[src/design/vcrb_pkg.sv]
package vcrb_pkg;

   localparam int unsigned QUEUES_DEFAULT = 2;

   localparam int unsigned WORD_W   = 32;
   localparam int unsigned OFFSET_W = 12;
   localparam int unsigned MODE_W   = 2;

   localparam int unsigned REQ_DATA_W = 48;
   localparam int unsigned REQ_USER_W = 8;
   localparam int unsigned RSP_DATA_W = 40;

   typedef enum logic [MODE_W-1:0] {
      MODE_READ  = 2'd0,
      MODE_WRITE = 2'd1,
      MODE_KBD   = 2'd2,
      MODE_NONE  = 2'd3
   } mode_type;

   // register offsets
   localparam logic [OFFSET_W-1:0] OFF_MAGIC       = 12'h000;
   localparam logic [OFFSET_W-1:0] OFF_VERSION     = 12'h004;
   localparam logic [OFFSET_W-1:0] OFF_DEVICE_ID   = 12'h008;
   localparam logic [OFFSET_W-1:0] OFF_VENDOR_ID   = 12'h00c;
   localparam logic [OFFSET_W-1:0] OFF_FEATURES    = 12'h010;
   localparam logic [OFFSET_W-1:0] OFF_QUEUE_SEL   = 12'h030;
   localparam logic [OFFSET_W-1:0] OFF_QUEUE_MAX   = 12'h034;
   localparam logic [OFFSET_W-1:0] OFF_QUEUE_NUM   = 12'h038;
   localparam logic [OFFSET_W-1:0] OFF_QUEUE_READY = 12'h044;
   localparam logic [OFFSET_W-1:0] OFF_NOTIFY      = 12'h050;
   localparam logic [OFFSET_W-1:0] OFF_INT_STATUS  = 12'h060;
   localparam logic [OFFSET_W-1:0] OFF_INT_ACK     = 12'h064;
   localparam logic [OFFSET_W-1:0] OFF_STATUS      = 12'h070;
   localparam logic [OFFSET_W-1:0] OFF_DESC_BASE   = 12'h080;
   localparam logic [OFFSET_W-1:0] OFF_AVAIL_BASE  = 12'h090;
   localparam logic [OFFSET_W-1:0] OFF_USED_BASE   = 12'h0a0;
   localparam logic [OFFSET_W-1:0] OFF_CONFIG_GEN  = 12'h0fc;

   // identity words
   localparam logic [WORD_W-1:0] ID_MAGIC      = 32'h7472_6976;
   localparam logic [WORD_W-1:0] ID_VERSION    = 32'd2;
   localparam logic [WORD_W-1:0] ID_DEVICE     = 32'd3;
   localparam logic [WORD_W-1:0] ID_VENDOR     = 32'h0000_ffff;
   localparam logic [WORD_W-1:0] ID_FEATURES   = 32'd1;
   localparam logic [WORD_W-1:0] ID_CONFIG_GEN = 32'd0;

   typedef struct packed {
      logic              notify_error;
      logic              notify_fire;
      logic              irq_release;
      logic [WORD_W-1:0] read_data;
   } result_type;

endpackage

[src/design/vcrb_regs.sv]
module vcrb_regs #(
   parameter int unsigned QUEUES = vcrb_pkg::QUEUES_DEFAULT
) (
   input  logic                          clock,
   input  logic                          reset,
   input  logic                          accept,
   input  vcrb_pkg::mode_type            mode,
   input  logic [vcrb_pkg::OFFSET_W-1:0] offset,
   input  logic [vcrb_pkg::WORD_W-1:0]   write_data,
   output vcrb_pkg::result_type          result
);
   import vcrb_pkg::*;

   localparam int unsigned SEL_W = (QUEUES > 1) ? $clog2(QUEUES) : 1;

   logic [WORD_W-1:0] queue_select_ff, queue_select_in;
   logic [WORD_W-1:0] queue_count_ff, queue_count_in;
   logic [WORD_W-1:0] int_status_ff, int_status_in;
   logic [WORD_W-1:0] dev_status_ff, dev_status_in;
   logic [WORD_W-1:0] queue_ready_ff [QUEUES];
   logic [WORD_W-1:0] desc_base_ff [QUEUES];
   logic [WORD_W-1:0] avail_base_ff [QUEUES];
   logic [WORD_W-1:0] used_base_ff [QUEUES];

   logic             sel_ok;
   logic [SEL_W-1:0] sel_idx;
   logic             is_write;
   logic [WORD_W-1:0] acked_status;
   logic [WORD_W-1:0] read_word;

   assign sel_ok       = queue_select_ff < WORD_W'(QUEUES);
   assign sel_idx      = queue_select_ff[SEL_W-1:0];
   assign is_write     = accept && (mode == MODE_WRITE);
   assign acked_status = int_status_ff & ~write_data;

   always_comb begin
      unique case (offset)
         OFF_MAGIC:       read_word = ID_MAGIC;
         OFF_VERSION:     read_word = ID_VERSION;
         OFF_DEVICE_ID:   read_word = ID_DEVICE;
         OFF_VENDOR_ID:   read_word = ID_VENDOR;
         OFF_FEATURES:    read_word = ID_FEATURES;
         OFF_QUEUE_MAX:   read_word = WORD_W'(QUEUES);
         OFF_CONFIG_GEN:  read_word = ID_CONFIG_GEN;
         OFF_QUEUE_READY: read_word = sel_ok ? queue_ready_ff[sel_idx] : '0;
         OFF_INT_STATUS:  read_word = int_status_ff;
         OFF_STATUS:      read_word = dev_status_ff;
         default:         read_word = '0;
      endcase
   end

   always_comb begin
      result = '0;
      unique case (mode)
         MODE_READ: result.read_data = read_word;
         MODE_WRITE: begin
            if (offset == OFF_NOTIFY) begin
               result.notify_error = write_data > WORD_W'(1);
               result.notify_fire  = write_data == WORD_W'(1);
            end
            if (offset == OFF_INT_ACK) begin
               result.irq_release = acked_status == '0;
            end
         end
         MODE_KBD, MODE_NONE: result = '0;
         default: result = '0;
      endcase
   end

   always_comb begin
      queue_select_in = queue_select_ff;
      queue_count_in  = queue_count_ff;
      dev_status_in   = dev_status_ff;
      int_status_in   = int_status_ff;
      if (is_write) begin
         unique case (offset)
            OFF_QUEUE_SEL: queue_select_in = write_data;
            OFF_QUEUE_NUM: queue_count_in  = write_data;
            OFF_STATUS:    dev_status_in   = write_data;
            OFF_INT_ACK:   int_status_in   = acked_status;
            default: ;
         endcase
      end else if (accept && (mode == MODE_KBD)) begin
         int_status_in = int_status_ff | WORD_W'(1);
      end
   end

   always_ff @(posedge clock) begin
      if (reset) begin
         queue_select_ff <= '0;
         queue_count_ff  <= '0;
         int_status_ff   <= '0;
         dev_status_ff   <= '0;
         for (int q = 0; q < QUEUES; q++) begin
            queue_ready_ff[q] <= '0;
            desc_base_ff[q]   <= '0;
            avail_base_ff[q]  <= '0;
            used_base_ff[q]   <= '0;
         end
      end else begin
         queue_select_ff <= queue_select_in;
         queue_count_ff  <= queue_count_in;
         int_status_ff   <= int_status_in;
         dev_status_ff   <= dev_status_in;
         // per-queue writes land only when the select is in range
         if (is_write && sel_ok) begin
            unique case (offset)
               OFF_QUEUE_READY: queue_ready_ff[sel_idx] <= write_data;
               OFF_DESC_BASE:   desc_base_ff[sel_idx]   <= write_data;
               OFF_AVAIL_BASE:  avail_base_ff[sel_idx]  <= write_data;
               OFF_USED_BASE:   used_base_ff[sel_idx]   <= write_data;
               default: ;
            endcase
         end
      end
   end

endmodule

[src/design/vcrb_out_buf.sv]
module vcrb_out_buf (
   input  logic                 clock,
   input  logic                 reset,
   input  logic                 push,
   input  vcrb_pkg::result_type push_data,
   output logic                 has_room,
   output logic                 out_valid,
   input  logic                 out_ready,
   output vcrb_pkg::result_type out_data
);
   import vcrb_pkg::*;

   result_type  slot_ff [2];
   logic        wr_ptr_ff, wr_ptr_in;
   logic        rd_ptr_ff, rd_ptr_in;
   logic [1:0]  count_ff, count_in;
   logic        pop;

   assign has_room  = count_ff != 2'd2;
   assign out_valid = count_ff != 2'd0;
   assign out_data  = slot_ff[rd_ptr_ff];
   assign pop       = out_valid && out_ready;

   always_comb begin
      wr_ptr_in = push ? ~wr_ptr_ff : wr_ptr_ff;
      rd_ptr_in = pop ? ~rd_ptr_ff : rd_ptr_ff;
      count_in  = count_ff + 2'(push) - 2'(pop);
   end

   always_ff @(posedge clock) begin
      if (reset) begin
         wr_ptr_ff <= 1'b0;
         rd_ptr_ff <= 1'b0;
         count_ff  <= 2'd0;
      end else begin
         wr_ptr_ff <= wr_ptr_in;
         rd_ptr_ff <= rd_ptr_in;
         count_ff  <= count_in;
      end
   end

   always_ff @(posedge clock) begin
      if (push) begin
         slot_ff[wr_ptr_ff] <= push_data;
      end
   end

endmodule

[src/design/virtio_console_register_block_core.sv]
// Each accepted request beat pushes its result into a two-entry result buffer
// that holds results under stall. Throughput: one request beat per cycle while
// the buffer has room; register decode and update finish in the accept cycle.
// Reset: synchronous, active high; clears all registers and empties the buffer.
module virtio_console_register_block_core #(
   parameter int unsigned QUEUES = vcrb_pkg::QUEUES_DEFAULT
) (
   input  logic                            clock,
   input  logic                            reset,
   input  logic                            req_tvalid,
   output logic                            req_tready,
   // [11:0] offset, [43:12] write_data, [47:44] zero
   input  logic [vcrb_pkg::REQ_DATA_W-1:0] req_tdata,
   // [1:0] mode, [7:2] zero
   input  logic [vcrb_pkg::REQ_USER_W-1:0] req_tuser,
   output logic                            rsp_tvalid,
   input  logic                            rsp_tready,
   // [31:0] read_data, [32] irq_release, [33] notify_fire, [34] notify_error,
   // [39:35] zero
   output logic [vcrb_pkg::RSP_DATA_W-1:0] rsp_tdata
);
   import vcrb_pkg::*;

   logic       req_beat;
   result_type result;
   result_type out_result;

   assign req_beat = req_tvalid && req_tready;

   vcrb_regs #(
      .QUEUES(QUEUES)
   ) u_regs (
      .clock      (clock),
      .reset      (reset),
      .accept     (req_beat),
      .mode       (mode_type'(req_tuser[MODE_W-1:0])),
      .offset     (req_tdata[OFFSET_W-1:0]),
      .write_data (req_tdata[OFFSET_W +: WORD_W]),
      .result     (result)
   );

   vcrb_out_buf u_out_buf (
      .clock     (clock),
      .reset     (reset),
      .push      (req_beat),
      .push_data (result),
      .has_room  (req_tready),
      .out_valid (rsp_tvalid),
      .out_ready (rsp_tready),
      .out_data  (out_result)
   );

   assign rsp_tdata = {(RSP_DATA_W - $bits(result_type))'(0), out_result};

`ifndef SYNTHESIS
   a_beat_yields_result: assert property (@(posedge clock) disable iff (reset)
      req_beat |=> rsp_tvalid)
      else $error("accepted request left no pending result");

   a_full_means_valid: assert property (@(posedge clock) disable iff (reset)
      !req_tready |-> rsp_tvalid)
      else $error("buffer reports full while empty");

   a_notify_exclusive: assert property (@(posedge clock) disable iff (reset)
      rsp_tvalid |-> !(out_result.notify_fire && out_result.notify_error))
      else $error("notify fire and error both set");
`endif

endmodule
[config.mk]
export PLATFORM = sky130hd
export DESIGN_NAME = virtio_console_register_block_core
export DESIGN_NICKNAME = d
export VERILOG_FILES = /design/src/design/vcrb_pkg.sv /design/src/design/vcrb_regs.sv /design/src/design/vcrb_out_buf.sv /design/src/design/virtio_console_register_block_core.sv
export SDC_FILE = /design/constraint.sdc
export NUM_CORES = 1
export LEC_CHECK = 0
export ABC_AREA = 1
export ABC_CLOCK_PERIOD_IN_PS = 2690
export BUFFER_PORTS_ARGS = -buffer_cell sky130_fd_sc_hd__buf_2
export CAP_MARGIN = 20
export CELL_PAD_IN_SITES_DETAIL_PLACEMENT = 0
export CELL_PAD_IN_SITES_GLOBAL_PLACEMENT = 1
export CORE_ASPECT_RATIO = 1.2
export CORE_MARGIN = 2
export CORE_UTILIZATION = 30
export DETAILED_ROUTE_END_ITERATION = 12
export PLACE_DENSITY_LB_ADDON = 0.05
export SETUP_SLACK_MARGIN = 0.5
export SYNTH_ARGS = -nofsm -noshare
export SYNTH_HDL_FRONTEND = slang
export SYNTH_SLANG_ARGS = --single-unit
[constraint.sdc]
create_clock -name clock -period 2.69 [get_ports clock]
set_input_delay 0.1345 -clock clock [delete_from_list [all_inputs] [get_ports clock]]
set_output_delay 0.1345 -clock clock [all_outputs]
set_load 0.01 [all_outputs]
# After elaboration in Yosys (flattened, before gate mapping)
# Memory sizes are Yosys's and may differ from the RTL's. A register that Yosys moved wholly into a read port is not among the register bits.
# Cells that the tools add are included.
[classes]
div_mod_pow = 0
n_bitwise = 4
n_mux = 24
n_shift = 0
magnitude_cmp = 2
n_eq_ne = 16
mul = 0
reduce_logical = 16
addsub = 2
[op_table]
columns = ["cell", "count"]
rows = [
  ["case mux 32 bit (8 select lines)", 1],
  ["two-way mux 32 bit", 5],
  ["equality test 12 x 7 -> 1 bit, second input constant", 5],
  ["AND 32 bit", 1],
  ["equality test 32 x 1 -> 1 bit, second input constant", 1],
  ["greater-than comparator 32 x 1 -> 1 bit, second input constant", 1],
  ["zero test 32 bit", 1],
  ["< comparator 32 x 2 -> 1 bit, second input constant", 1],
  ["NOT 32 bit", 1],
  ["OR reduction 32 bit", 1],
  ["equality test 12 x 4 -> 1 bit, second input constant", 2],
  ["equality test 12 x 6 -> 1 bit, second input constant", 2],
  ["two-way mux 1 bit", 16],
  ["equality test 12 x 3 -> 1 bit, second input constant", 1],
  ["equality test 12 x 5 -> 1 bit, second input constant", 1],
  ["zero test 12 bit", 1],
  ["AND reduction 2 bit", 4],
  ["logical AND 1 bit", 5],
  ["!= test 2 bit, second input constant", 2],
  ["nonzero test 2 bit", 2],
  ["two-way mux 3 bit", 1],
  ["adder 2 x 1 -> 2 bit", 1],
  ["equality test 2 x 1 -> 1 bit, second input constant", 1],
  ["equality test 2 bit, second input constant", 1],
  ["other kinds (5)", 6],
]
[word_totals]
reg_bits = 100
latch_bits = 0
ramBits = 134
mem_bits_ro = 0
word_cells = 73
memories = 2
[memory_table]
columns = ["memory", "depth", "width", "read_ports", "rd_ports_with_merged_regs", "write_ports", "line", "source"]
rows = [
  ["u_out_buf.slot_ff", 2, 35, 1, 1, 1, "vcrb_out_buf.sv:13", "result_type slot_ff [2];"],
  ["u_regs.queue_ready_ff", 2, 32, 1, 1, 2, "vcrb_regs.sv:20", "logic [WORD_W-1:0] queue_ready_ff [QUEUES];"],
]

# Logic depth before layout (Yosys ltp)
[depth]
ltp_word = 9
ltp_mapped = 11
depth_no_buf = 10

# By module
# Synthesis repeated with hierarchy kept, for this count alone.
[hier_totals]
cells_unflattened = 1162
hier_area_um2 = 10772.8
[modules_own_cells]
columns = ["mod", "instances", "area_per_inst_um2", "cells_each", "seq_area_each_um2"]
rows = [
  ["vcrb_regs", 1, 7805.0, 1009, 3863.7],
  ["vcrb_out_buf", 1, 2919.0, 145, 2202.1],
  ["virtio_console_register_block_core", 1, 48.8, 8, 0.0],
]

# Least setup slack after synthesis
# No wires, ideal clock.
[synth_timing]
path_kind = "register to register"
start = "reg u_out_buf.count_ff[0]"
end = "mem u_out_buf.slot_ff[1][0] (netlist name) (enable)"
stages_incl_launch_ff = 5
n_path_buf = 0
path_slack_ns = 0.157
setup_ns = 0.429
arrival_ns = 2.105
cell_sequence = "dfxtp_1 inv_2 nand2_1 nand2_1 nor2_1"
[synth_via]
elab_chain_len = 4
[synth_rtl]
columns = ["element", "line", "source"]
rows = [
  ["start, declared", "vcrb_out_buf.sv:16", "logic [1:0] count_ff, count_in;"],
  ["start signal, assigned", "vcrb_out_buf.sv:38", "count_ff <= count_in;"],
  ["!= test 2 bit", "vcrb_out_buf.sv:19", "assign has_room = count_ff != 2'd2;"],
  ["via req_tready", "virtio_console_register_block_core.sv:11", "output logic req_tready,"],
  ["logical AND 1 bit", "virtio_console_register_block_core.sv:28", "assign req_beat = req_tvalid && req_tready;"],
  ["two-way mux 1 bit", "vcrb_out_buf.sv:43", "if (push) begin"],
  ["two-way mux 1 bit (not written as such)", "vcrb_out_buf.sv:44", "slot_ff[wr_ptr_ff] <= push_data;"],
  ["end, declared", "vcrb_out_buf.sv:13", ""],
]
# The timed path passes the listed nets, and every way through them passes these cells.

==> impl_metrics.tcl <==
set metrics [dict create \
    ys_types 33 \
    period_share_pct 73.3 \
    synthCells 1154 \
    synth-edff-count 134 \
    wl_mm 30.4 \
    period_minus_slack_ps 1970 \
    die_h_um 209 \
    maxSlewViolCount 0 \
    track_usage_pct 16.6 \
    cts_tree "yes" \
    cts_max_level 1 \
    synth_warnings 0 \
    grt_first_pass_wirelength_mm 46.5 \
    grt_max_degree 69 \
    overflow 0 \
    path_max_fanout 35 \
    pin_count 102 \
    status "finished, final reports clean" \
    num_rows 74 \
    maxCapViolations 0 \
    required_ps 2560 \
    tightest_slew_ps 657 \
    critPathCaptureType "output port" \
    drt_iter0_drc 443 \
    clk_latency_ps 540 \
    n_antenna_cell 0 \
    ys.flop_type "edfxtp_1" \
    clkTransAtPathRegs_ps 60 \
    synth_area_mm2 0.0105 \
    final.setup.tns_ps 0 \
    fillCellCount 3564 \
    rsz0062_at_grt "false" \
    fmax_ghz 0.507 \
    cts_buffers 27 \
    p_leak_nw 4.87 \
    dr.pass1.iters 5 \
    clock-sinks 236 \
    maxUsedRoutingLayer "met4" \
    vias 7934 \
    m1WireLength_mm 15.4 \
    ys_ff_latch 236 \
    core_mm2 0.0342 \
    wl_per_cell_um 17.4 \
    skew_ps 12.1 \
    drtAntennaViolNets 0 \
    yosysSeqAreaShare_pct 58.0 \
    multi_input_area_mm2 0.00362 \
    holdWs_ps 52.8 \
    cp-start-kind "register" \
    die_w_um 174 \
    initial_core_util_pct 30.6 \
    cts_root_buffer "clkbuf_16" \
    hold_class "in2reg" \
    dieArea_mm2 0.0364 \
    avgSynthCellArea_um2 9.06 \
    place.gp.congestion 0.778 \
    via_per_inst 4.55 \
    drive_above_1_share_pct 16.0 \
    area_growth_syn_to_layout_pct 20.4 \
    dp_hpwl_mm 21.0 \
    antenna_found_initial 0 \
    path_class "reg2out" \
    slew_headroom_pct 55.8 \
    hold_viol_final 0 \
    peakVddDrop_uv 378 \
    p_total_mw 8.52 \
    postSynth.asyncResetShare_pct 0 \
    drc_errors 0 \
    powerDensity_mw_per_mm2 676 \
    wl_met2_mm 13.4 \
    fin_nets 1331 \
    cts_buffer_depth 3 \
    dr_wl_met3_mm 1.07 \
    regArea_mm2 0.00607 \
    grt_pass1_vias 7595 \
    setup_viol 0 \
    cp_data_arrival_time_ps 1840 \
    io_buffers 86 \
]
## state kept, by name, indices dropped and copies added (netlist names), named ones only
signal / flops
u_regs.queue_select_ff: 32
u_regs.queue_ready_ff: 64
u_regs.int_status_ff: 32
u_out_buf.rd_ptr_ff: 1
u_out_buf.wr_ptr_ff: 1
u_out_buf.slot_ff: 70
u_regs.dev_status_ff: 32
u_out_buf.count_ff: 2
## cells by family (layout without fill, tap and decap cells)
group           count (synthesis)  in the layout  synth area share, %
compound gates                228            228                 11.1
xor+xnor                        1              1               0.0837
fa+ha+maj                       2              2                0.239
buf+inv                       193            324                 7.79
flops                         236            236                 58.0
mux                            44             44                 4.63
other cells                     1              5               0.0359
simple gates                  449            449                 18.1
## worst max-delay path, stage by stage, from the launching register on
cell     delay (ps)
dfxtp_1         300
buf_4           400
mux2_2          400
buf_2           140
## per-layer routing
layer,up-vias,global-route usage (%)
met3,36,2.08
li1,4045,-
met2,147,25.9
met1,3706,24.5
met4,0,3.71
met5,-,0
## worst paths after layout
check                          startpoint  slack (ps)  cells past startpoint                      endpoint
hold / removal               req_tuser[0]          50                      6       u_regs.int_status_ff[0]
setup / recovery                 register         720                      3                 rsp_tdata[25]
hold reg to reg   u_regs.dev_status_ff[5]         440                      2       u_regs.dev_status_ff[5]
setup reg to reg    u_out_buf.count_ff[0]         720                      9  u_regs.queue_ready_ff[1][22]
## cell usage after synthesis (all sizes together) (2+ instances only)
library cell  count  share of area, %
edfxtp          134                38
nand3            71               3.6
ha                2              0.24
a22o              4              0.33
nor2            215               8.0
a21oi           111               5.3
clkbuf           42               1.5
o21ai           110               5.3
buf              21               1.6
mux2i             9              0.86
nor4              2              0.12
inv             130               4.7
dfxtp           102                20
nand2           148               5.4
mux2             35               3.8
nand4             7              0.42
nor3              4              0.41
## final cells by class
type	instances	area share, %
inverter	130	3.87
clock buffer	38	5.85
multi-input combinational	729	28.8
tap	456	4.53
clock inverter	11	0.675
timing repair buffer	145	8.14
sequential	236	48.2
## through the flow
stage	setup WS, ps	util (%)	instances	instance area [um^2]
detailed placement	615	33.4	1662	11400
global placement	601	33.4	1662	11400
finish	719	36.9	1745	12600
floorplan	542	-	1158	10500
global route	566	36.9	1745	12600
CTS	580	36.8	1745	12600
## repair_timing
action,4_1_cts,5_1_grt
hold buffers,34,0
hold endpoints to repair,67,0
resized for setup,0,2
setup buffers,0,0
setup endpoints to repair,0,21
## layout by cell type, fill, tap and decap left out, types with 4 or more instances in the layout
master and count:
nor2_1 208, nand2_1 142, edfxtp_1 134, inv_1 125, a21oi_1 111, o21ai_0 110, dfxtp_1 102, buf_2 86
nand3_1 68, mux2_2 35, dlygate4sd3_1 34, clkbuf_16 27, buf_4 19, mux2i_1 9, clkbuf_1 9, nand4_1 7
nand2_2 5, nor2_4 5, conb_1 5, clkinv_2 5, buf_12 5, inv_2 4, a22o_1 4, clkinv_1 4
## where the power goes
part           leakage, nW  switching [mW]  total [mW]  internal (mW)
registers             2.16          0.0479        4.06           4.02
clock network        0.402            1.47        3.46           2.00
logic                 2.31           0.578       0.988          0.410
(Power assumes the default switching activity.)
